===== src/rtl/sds_pkg.sv =====
// Shared types and constants for the sphere decoder search block.
package sds_pkg;

  localparam int MAX_DIM      = 16;
  localparam int DIM_W        = 5;
  localparam int LVL_W        = 4;
  localparam int MAT_DEPTH    = (MAX_DIM * (MAX_DIM + 1)) / 2;
  localparam int MAT_AW       = 8;
  localparam int STEP_W       = 21;
  localparam int SEARCH_LIMIT = 1048576;
  localparam int QDEPTH       = 4;
  localparam int QPTR_W       = 2;

  typedef enum logic [1:0] {
    KIND_MAT   = 2'd0,
    KIND_RHS   = 2'd1,
    KIND_START = 2'd2,
    KIND_NONE  = 2'd3
  } kind_t;

  typedef struct packed {
    kind_t              kind;
    logic [7:0]         slot;
    logic signed [31:0] value;
  } item_t;

  typedef struct packed {
    logic  avail;
    item_t item;
  } q_head_t;

  typedef enum logic [4:0] {
    S_IDLE,
    S_CHK,
    S_CHK_W,
    S_ENT,
    S_ENT_D,
    S_SUM_A,
    S_SUM_M,
    S_SUM_ACC,
    S_S,
    S_DIV,
    S_CTR,
    S_G1,
    S_G2,
    S_G3,
    S_SQ,
    S_EVAL,
    S_ZIG,
    S_ZIG_D,
    S_OUT
  } state_t;

endpackage


===== src/rtl/sds_front.sv =====
// Front end: accepts transactions, drops unknown kinds, queues the rest.
module sds_front
  import sds_pkg::*;
(
  input  logic               clk,
  input  logic               rst,
  input  logic               start,
  output logic               busy,
  input  logic [1:0]         kind,
  input  logic [7:0]         slot,
  input  logic signed [31:0] value,
  output q_head_t            head,
  input  logic               pop
);

  item_t               q [QDEPTH];
  logic [QPTR_W-1:0]   wr_ptr;
  logic [QPTR_W-1:0]   rd_ptr;
  logic [QPTR_W:0]     count;
  logic                push;
  logic                do_pop;

  assign busy   = (count == (QPTR_W+1)'(QDEPTH));
  assign push   = start && !busy && (kind_t'(kind) != KIND_NONE);
  assign do_pop = pop && (count != '0);

  assign head.avail = (count != '0);
  assign head.item  = q[rd_ptr];

  always_ff @(posedge clk) begin
    if (push) begin
      q[wr_ptr] <= '{kind: kind_t'(kind), slot: slot, value: value};
    end
  end

  always_ff @(posedge clk) begin
    if (rst) begin
      wr_ptr <= '0;
      rd_ptr <= '0;
      count  <= '0;
    end else begin
      if (push) wr_ptr <= wr_ptr + 1'b1;
      if (do_pop) rd_ptr <= rd_ptr + 1'b1;
      case ({push, do_pop})
        2'b10:   count <= count + 1'b1;
        2'b01:   count <= count - 1'b1;
        default: count <= count;
      endcase
    end
  end

endmodule


===== config.mk =====
export PLATFORM = sky130hd
export DESIGN_NAME = sds_front
export DESIGN_NICKNAME = d
export VERILOG_FILES = /design/src/rtl/sds_pkg.sv /design/src/rtl/sds_front.sv
export SDC_FILE = /design/constraint.sdc
export NUM_CORES = 1
export LEC_CHECK = 0
export BUFFER_PORTS_ARGS = -buffer_cell sky130_fd_sc_hd__buf_2
export CORE_MARGIN = 2
export CORE_UTILIZATION = 50
export DETAILED_ROUTE_END_ITERATION = 8
export PLACE_DENSITY = 0.74
export SYNTH_ARGS = -nofsm -noshare
export SYNTH_HDL_FRONTEND = slang
export SYNTH_SLANG_ARGS = --single-unit

===== constraint.sdc =====
create_clock -name clk -period 3.2 [get_ports clk]
set_input_delay 0.32 -clock clk [delete_from_list [all_inputs] [get_ports clk]]
set_output_delay 0.32 -clock clk [all_outputs]
set_load 0.03 [all_outputs]

# Word-level counts from Yosys, hierarchy flattened
# Memory sizes are Yosys's and may differ from the RTL's. A register that Yosys moved wholly into a read port is not among the register bits.
# Index checks and enable logic that the tools add are counted.
# W data, S select, Z words.
# op_classes
addsub	4
n_eq_ne	4
muxes	5
reduce_logical	6
# ops
cell	n
$pmux W3 S2	1
$add A2 B1 Y2 const B	2
$mux W2	2
$add A3 B1 Y3 const B	1
$eq A3 B3 Y1 const B	1
$logic_and A1 B1 Y1	3
$reduce_bool A3 Y1	1
$sub A3 B1 Y3 const B	1
$eq A2 B1 Y1 const B	1
$eq A2 B2 Y1 const B	1
$mux W1	2
$ne A2 B2 Y1 const B	1
$reduce_bool A2 Y1	1
$logic_not A1 Y1	1
# word_totals
reg_bits	7
ram_bits	168
in_bits	46
output_inout_bits	44
wordCells	23
memories	1
# memory_table
name	words	word_bits	rd	rd_clocked_by_memory_dff	wr	line	rtl
q	4	42	1	1	1	sds_front.sv:16	item_t q [QDEPTH];

# Logic depth before layout (Yosys ltp)
# Gate-level depths: netlist of the first run.
# logic_depth
ltp_word	6
ltp_mapped	9
mapped_depth_nobuf	9

# Worst setup path after synthesis of the first run
# No wires, ideal clock.
# synth_timing
path_kind	flip-flop to flip-flop
startpoint	reg count[2]
endpoint	mem q[0][0] (netlist bit), enable pin
setup_time_ps	403
arrival_ps	1959
t_required_ps	2797
slack_ps	837
stages_incl_launch_ff	4
path_buffers	0
synth_period_minus_slack_ps	2363
path_cell_list	dfxtp_1 -> nor3b_2 -> a211oi_4 -> and2_1
# synth_via
elab_chain_len	6
# synth_rtl
element	line	rtl
start, declared	sds_front.sv:19	logic [QPTR_W:0] count;
start signal, assigned	sds_front.sv:45	2'b10: count <= count + 1'b1;
start signal, assigned	sds_front.sv:46	2'b01: count <= count - 1'b1;
start signal, assigned	sds_front.sv:47	default: count <= count;
$eq A3 B3 Y1	sds_front.sv:23	assign busy = (count == (QPTR_W+1)'(QDEPTH));
net busy	sds_front.sv:8	output logic busy,
$logic_not A1 Y1	sds_front.sv:24	assign push = start && !busy && (kind_t'(kind) != KIND_NONE);
$logic_and A1 B1 Y1 (2 in a row)	sds_front.sv:24	
$mux W1	sds_front.sv:31	if (push) begin
$mux W1 (implied by the code)	sds_front.sv:32	q[wr_ptr] <= '{kind: kind_t'(kind), slot: slot, value: value};
end, declared	sds_front.sv:16	
# The timed path passes the listed nets, and every way through them passes these cells.

==> impl_metrics.tcl, run 1 <==
set metrics [dict create \
    status "completed" \
    slew-limit-headroom_pct 47.56 \
    postPlaceCellArea_um2 7268 \
    ir_drop_mv 0.5105 \
    syn-num-nets 324 \
    synthMuxAreaShare_pct 14.89 \
    rows 42 \
    synth.area.top_cells "edfxtp_1, mux4_2, dfxtp_1" \
    cts_made_buffers 17 \
    finalSetupViolations 0 \
    powerDensity_nw_per_um2 819.1 \
    cts_hold_buf 0 \
    synthTopCellsByCount "edfxtp_1, mux4_2, dfxtp_1, nor2_1, inv_1" \
    hold_depth 1 \
    worstPathRequired_ns 2.88 \
    finalClockSkew_ns 0.008678 \
    ys.flop_type "edfxtp_1" \
    worst-setup-path-type "register to primary output" \
    grt_overflow 0 \
    slowest_delay_ns 0.87 \
    nets 428 \
    min_to "q[1][37]$_DFFE_PP_" \
    yosys.area.top_type "edfxtp_1" \
    cts.sinks 177 \
    synth-seq-area-share_pct 78.91 \
    grt_use_total_pct 16.43 \
    critPathBufInv 2 \
    areaGrowthSynthToFinish_pct 17.82 \
    avgRoutedWirePerCell_um 18.87 \
    grt_pass1_vias 3177 \
    synth_adder_area_share_pct 1.247 \
    io_buffers 89 \
    ant_nets 0 \
    min_period_over_period_pct 80.32 \
    async_reset_ff_share_pct 0 \
    final.min_clock_period_ns 2.570 \
    ys_warn_count 0 \
    grt_pass1_wl_um 16790 \
    die_x_um 119.1 \
    critPathSlowestCell "dfxtp_4" \
    drt_iter0_markers 237 \
    r2r_start "count[2]$_SDFFE_PP0P_" \
    hold_path_class "input port to register" \
    p_leak_nw 2.634 \
    synthCells 272 \
    maxCapViolations 0 \
    synth_top_area_share_pct 76.19 \
    synth_xor_area_share_pct 0.5291 \
    yosysMostFrequentCell "edfxtp_1" \
    max_freq_mhz 389.1 \
    tns_ns 0 \
    reg2reg_to "count[2]$_SDFFE_PP0P_" \
    dieArea_um2 14180 \
    final_area_um2 7801 \
    end_kind "primary output" \
    ys_ff_latch 177 \
    timing.hold.ws_ns 0.1121 \
    synth_compound_area_share_pct 0.8125 \
    grt_max_degree 43 \
    crit_fanout 40 \
    die_h_um 119.1 \
    htreeDepth 4 \
    synth_top_family_by_area "multiplexers" \
    tightest_slew_ns 0.7866 \
    drive_above_1_share_pct 43.52 \
    startpoint_type "register" \
    drtPass1Iterations 4 \
    rsz0062_at_grt "no" \
    cts_tree "yes" \
    clk_path_buf_depth 2 \
    synthSimpleGateAreaFrac_pct 1.417 \
    syn_area_per_cell_um2 24.34 \
    finalMaxSlewViolations 0 \
    place_congestion 0.6744 \
    clock-root-buffer "clkbuf_16" \
    hold_viol_final 0 \
    clkSlewWorstSetupHoldPaths_ns 0.06 \
    hpwl_um 6439 \
    synth_edf_count 168 \
    power_mw 6.390 \
    wl_um 10620 \
    critical-path-top-delay-family "flip-flops" \
    vias_per_cell 5.288 \
    dr_total_vias 2977 \
    post_cts_buffers 0 \
    synth_cell_types 26 \
    coreArea_um2 13090 \
    arrival_ns 2.25 \
    cp_cell_sequence "buf_4 > mux4_2 > buf_2" \
    antenna_found_initial 1 \
    io_pins 90 \
    syn_area_um2 6621 \
    r2r_slack_ns 0.97 \
    worstRegToRegCells 9 \
    drc 0 \
    worstHoldStart "slot[5]" \
    cts.repair.resized 0 \
    start_util_pct 50.60 \
    clkLatencyLatePin_ns 0.42 \
]
==> placed cells by master (no fill, tap or decap), types with 2 or more instances in the layout <==
cell       netlist  routed
and2_2           0       4
buf_4            0       4
clkbuf_16        0      17
ha_1             5       5
nand2b_1         2       2
nor2_1           8       8
buf_2            4      89
clkbuf_1         2       3
bufinv_16        0       2
a21oi_1          2       2
xor2_1           3       3
clkinv_2         0       3
mux4_2          38      38
inv_1            7       7
dfxtp_1          9       7
mux4_1           4       4
edfxtp_1       168     168
buf_12           4       3
clkinv_1         0       3
==> kinds of logic (layout without fill, tap and decap cells) <==
| group | count (synthesis) | after routing |
|---|---|---|
| AO/OA/AOI/OAI | 6 | 6 |
| multiplexers | 44 | 44 |
| flip-flops | 177 | 177 |
| buffers and inverters | 18 | 132 |
| other | 0 | 1 |
| XOR/XNOR | 4 | 4 |
| adder cells (fa/ha/maj) | 6 | 6 |
| AND/OR/NAND/NOR | 17 | 17 |
==> state kept, by name (all words and copies together), names as in the netlist, named ones only <==
name / cells
count: 3
q: 168
rd_ptr: 2
wr_ptr: 2
==> layout make-up <==
type	count	area, um2
timing repair buffer	96	535.5
fill	934	5284
tap	176	220.2
multi-input combinational	77	1256
sequential	177	5230
clock buffer	20	436.7
inverter	7	26.28
clock inverter	9	93.84
antenna	1	2.502
==> how the worst max path moves through the flow <==
stage / to / slack [ns] / start / cells past startpoint
floorplan: q[0][0]$_DFFE_PP_ / 0.84 / count[2]$_SDFFE_PP0P_ / 3
global placement: head[5] / 0.99 / register / 3
detailed placement: head[6] / 1.0 / register / 3
CTS: head[6] / 0.54 / register / 3
global route: head[6] / 0.42 / register / 3
finish: head[6] / 0.63 / register / 3
==> through the flow <==
stage / worst slack (ns) / cells / utilization, %
CTS: 0.5396 / 562 / 59.60
finish: 0.6297 / 563 / 59.62
global route: 0.4213 / 562 / 59.60
global placement: 0.9888 / 533 / 55.55
floorplan: 0.8375 / 272 / -
detailed placement: 0.9988 / 533 / 55.55
==> where the power goes <==
group | internal, mW | switching [mW]
clock | 1.12 | 0.754
sequential | 2.74 | 0.217
combinational | 0.669 | 0.894
==> per-layer routing <==
| metal | vias up | share of wire, % | routed length [um] | GRT usage [%] |
|---|---|---|---|---|
| met5 | - | 0 | 0 | 0 |
| met4 | 0 | 1.4 | 150 | 6.473 |
| met3 | 15 | 6.4 | 679 | 6.082 |
| met2 | 87 | 49 | 5191 | 25.65 |
| met1 | 1526 | 43 | 4603 | 21.18 |
| li1 | 1349 | - | - | - |
Note: power is estimated with default switching activity, not from simulation.
==> inputs of run 2 (changes only) <==
clock period = 2.5 ns   (was 3.2 ns; I/O delays follow)
==> run 2 against run 1 <==
Effect of this change: power grew 35%; sequential cell count did not move; via count up 0.40%; global-route usage increased by 0.37 points; die area unchanged; critical path depth did not move; critical path type unchanged.
==> impl_metrics.tcl, run 2 (same netlist as run 1, synthesis figures left out) <==
set metrics [dict create \
    rsz0062_at_grt "no" \
    cts_tree "yes" \
    max_freq_mhz 442.1 \
    grt_pass1_wl_um 17260 \
    final_common_cell "edfxtp_1" \
    dieArea_um2 14180 \
    ir_drop_mv 0.7340 \
    clock-root-buffer "clkbuf_16" \
    final.min_clock_period_ns 2.262 \
    cts_hold_buf 0 \
    coreArea_um2 13090 \
    power.share.clock_pct 32.2 \
    top_regs "q: 168 flops, count: 3 flops" \
    crit_fanout 17 \
    p_leak_nw 2.701 \
    end_kind "primary output" \
    clkSlewWorstSetupHoldPaths_ns 0.06 \
    status "completed" \
    min_period_over_period_pct 90.48 \
    die_h_um 119.1 \
    internal-power_mw 6.125 \
    comb_power_share_pct 25.3 \
    nFillCells 934 \
    io_pins 90 \
    cts.sinks 177 \
    fin_util_pct 60.59 \
    place_inst 539 \
    largest_reg_flops 168 \
    nets 434 \
    vias_per_cell 5.226 \
    wl_um 10890 \
    drc 0 \
    postPlaceCellArea_um2 7288 \
    switchingPower_mw 2.508 \
    swShare_pct 29.05 \
    drtPass1Iterations 4 \
    cp_cell_sequence "buf_12 > mux4_1 > buf_2" \
    avgRoutedWirePerCell_um 19.04 \
    critical-path-top-delay-family "flip-flops" \
    finalSetupViolations 0 \
    final_area_um2 7929 \
    antenna_found_initial 0 \
    slowest_delay_ns 0.58 \
    fin_cells 572 \
    die_x_um 119.1 \
    regMostFlops "q" \
    tightest_slew_ns 0.4672 \
    clk_path_buf_depth 2 \
    rows 42 \
    hpwl_um 6817 \
    start_util_pct 50.60 \
    grt_use_total_pct 16.80 \
    hold_viol_final 0 \
    post_cts_buffers 0 \
    dr_total_vias 2989 \
    powerDensity_nw_per_um2 1089 \
    critPathSlowestCell "dfxtp_4" \
    cts_made_buffers 17 \
    hold_path_class "input port to register" \
    htreeDepth 4 \
    grt_pass1_vias 3236 \
    place_congestion 0.7425 \
    maxCapViolations 0 \
    seq_power_share_pct 42.5 \
    slew-limit-headroom_pct 68.46 \
    worst-setup-path-type "register to primary output" \
    io_buffers 89 \
    drive_above_1_share_pct 46.08 \
    finalMaxSlewViolations 0 \
    startpoint_type "register" \
    clkLatencyLatePin_ns 0.42 \
    areaGrowthSynthToFinish_pct 19.75 \
    finalClockSkew_ns 0.01538 \
    drt_iter0_markers 231 \
    tns_ns 0 \
    critPathBufInv 2 \
    grt_max_degree 26 \
    mostFrequentLayoutCells "edfxtp_1, buf_2, mux4_2, clkbuf_16, buf_4" \
    worstPathRequired_ns 2.25 \
    grt_overflow 0 \
    arrival_ns 2.01 \
    ant_nets 0 \
    cts.repair.resized 0 \
    power_mw 8.632 \
]
run 2: cell count changes in the layout (fill, tap and decap cells not counted):
cell        delta
buf_12         -2
buf_4          +8
bufinv_16      +2
clkbuf_1       -2
clkbuf_8       +2
clkinv_1       -3
clkinv_2       -2
clkinv_4       +2
clkinvlp_4     +3
inv_6          +1
run 2: cell type report:
type                    instances  area [um2]  area share, %
well taps                     176       220.2          2.777
clock buffers                  20       456.7          5.760
multi-input cells              77        1256          15.84
inverters                       7       26.28         0.3314
flip-flops and latches        177        5230          65.96
clock inverters                12       181.4          2.288
diodes                          1       2.502        0.03156
repair buffers                102       555.5          7.006
run 2: power by group through the flow:
stage	Sequential (mW)	Clock [mW]	Combinational, mW
after CTS	3.68	2.84	2.21
after floorplan	3.62	0	1.84
final	3.67	2.78	2.18
after detailed placement	3.74	0	2.21
after global placement	3.72	0	2.18
after global routing	3.71	2.96	2.32
run 2: worst reg2reg max path: stages, from the launching register on:
cell	delay (ns)
dfxtp_1	0.40
nor3b_2	0.32
a211oi_4	0.11
inv_1	0.07
ha_1	0.18
inv_1	0.06
fa_1	0.38
xor2_1	0.18
or3_1	0.31
a21oi_1	0.16
run 2: path summary, 6_finish.rpt:
path | cells past startpoint | end | slack [ns] | from
max reg2reg | 9 | count[2]$_SDFFE_PP0P_ | 0.26 | count[2]$_SDFFE_PP0P_
min | 1 | q[3][4]$_DFFE_PP_ | 0.04 | value[4]
min reg2reg | 2 | wr_ptr[1]$_SDFFE_PP0P_ | 0.52 | wr_ptr[1]$_SDFFE_PP0P_
max | 3 | head[30] | 0.24 | register
run 2: routing by layer:
layer / track usage (%) / vias up / routed length [um]
li1: - / 1362 / -
met1: 22.10 / 1532 / 4566
met2: 26.11 / 91 / 5652
met3: 5.795 / 4 / 594
met4: 6.473 / 0 / 77
met5: 0 / - / 0
run 2: per-stage QoR:
stage / hold WS, ns / setup slack (ns)
after floorplan: 0.3489 / 0.1375
after global placement: 0.4593 / 0.4723
after detailed placement: 0.4679 / 0.3231
after CTS: 0.02102 / 0.1646
after global routing: 0.02391 / 0.1212
final: 0.04311 / 0.2380
==> inputs of run 3 (changes only) <==
PLACE_DENSITY = 0.71   (was 0.74)
==> run 3 against run 2 <==
Effect of this change: sequential share of layout area rose by 0.41 points; power fell by 2.8%; critical path depth rose by 6; largest cell class unchanged; largest power group unchanged.
==> impl_metrics.tcl, run 3 (same netlist as run 1, synthesis figures left out) <==
set metrics [dict create \
    status "completed" \
    rsz0062_at_grt "no" \
    ant_nets 0 \
    powerDensity_nw_per_um2 1065 \
    regMostFlops "q" \
    rows 42 \
    startpoint_type "register" \
    io_buffers 89 \
    antenna_found_initial 1 \
    max_freq_mhz 438.4 \
    cts.sinks 177 \
    tightest_slew_ns 0.4356 \
    timing.hold.ws_ns 0.03766 \
    tns_ns 0 \
    clock-root-buffer "clkbuf_16" \
    final_common_cell "edfxtp_1" \
    cts.repair.resized 0 \
    p_leak_nw 2.692 \
    finalMaxSlewViolations 0 \
    clkSlewWorstSetupHoldPaths_ns 0.06 \
    grt_overflow 0 \
    nets 432 \
    dr_total_vias 2990 \
    grt_pass1_vias 3113 \
    grt_use_total_pct 16.62 \
    hold_viol_final 0 \
    hold_path_class "input port to register" \
    worstPathRequired_ns 2.84 \
    io_pins 90 \
    fin_cells 570 \
    power_mw 8.389 \
    drc 0 \
    clkLatencyLatePin_ns 0.42 \
    grt_max_degree 43 \
    ir_drop_mv 0.7115 \
    drive_above_1_share_pct 45.29 \
    finalClockSkew_ns 0.007753 \
    crit_fanout 7 \
    end_kind "register" \
    clk_path_buf_depth 2 \
    mostFrequentLayoutCells "edfxtp_1, buf_2, mux4_2, clkbuf_16, buf_4" \
    vias_per_cell 5.246 \
    die_x_um 119.1 \
    post_cts_buffers 0 \
    maxCapViolations 0 \
    drtPass1Iterations 4 \
    coreArea_um2 13090 \
    die_h_um 119.1 \
    worst-setup-path-type "register to register" \
    fin_util_pct 60.22 \
    htreeDepth 4 \
    areaGrowthSynthToFinish_pct 19.01 \
    cts_made_buffers 17 \
    wl_um 10750 \
    hpwl_um 6459 \
    min_period_over_period_pct 91.25 \
    final.min_clock_period_ns 2.281 \
    cts_tree "yes" \
    arrival_ns 2.62 \
    finalSetupViolations 0 \
    grt_pass1_wl_um 16940 \
    place_congestion 0.7018 \
    slew-limit-headroom_pct 70.59 \
    start_util_pct 50.60 \
    top_regs "q: 168 flops, count: 3 flops" \
    avgRoutedWirePerCell_um 18.85 \
    cts_hold_buf 0 \
    place_inst 537 \
    drt_iter0_markers 237 \
    dieArea_um2 14180 \
    largest_reg_flops 168 \
]
==> run 3: layer usage <==
layer,global-route usage (%),wire (um),up-vias
li1,-,-,1348
met1,21.68,4606,1532
met2,25.72,5248,92
met3,5.603,691,18
met4,7.217,199,0
met5,0,0,-
==> run 3: worst paths after layout <==
path	start	to	slack (ns)	depth (start not counted)
hold reg to reg	wr_ptr[1]$_SDFFE_PP0P_	wr_ptr[1]$_SDFFE_PP0P_	0.52	2
setup / recovery	count[2]$_SDFFE_PP0P_	count[2]$_SDFFE_PP0P_	0.22	9
setup reg to reg	count[2]$_SDFFE_PP0P_	count[2]$_SDFFE_PP0P_	0.22	9
hold / removal	value[10]	q[2][10]$_DFFE_PP_	0.04	1
==> run 3: worst max-delay path: stages (launching register included) <==
cell,delay (ns)
dfxtp_1,0.39
nor3b_2,0.30
a211oi_4,0.11
inv_1,0.09
ha_1,0.20
inv_1,0.06
fa_1,0.38
xor2_1,0.17
or3_1,0.31
a21oi_1,0.19
==> run 3: report_power, final <==
group          switching, mW  total, mW  internal, mW
registers             0.0839       3.58          3.50
logic                   1.35       2.24         0.893
clock network          0.982       2.56          1.58
total                   2.42       8.39          5.97
==> run 3: metrics by stage <==
stage | instance area [um2] | setup WS (ns)
detailed placement | 7286 | 0.3169
global route | 7878 | 0.1293
global placement | 7286 | 0.4643
CTS | 7878 | 0.2201
floorplan | 6621 | 0.1375
finish | 7880 | 0.2187
==> run 3: cell type report <==
class | instances | area (um2)
antenna | 1 | 2.502
tap | 176 | 220.2
timing repair buffer | 100 | 553.0
sequential | 177 | 5230
clock buffer | 28 | 546.8
fill | 925 | 5205
multi-input combinational | 77 | 1256
clock inverter | 4 | 45.04
inverter | 7 | 26.28
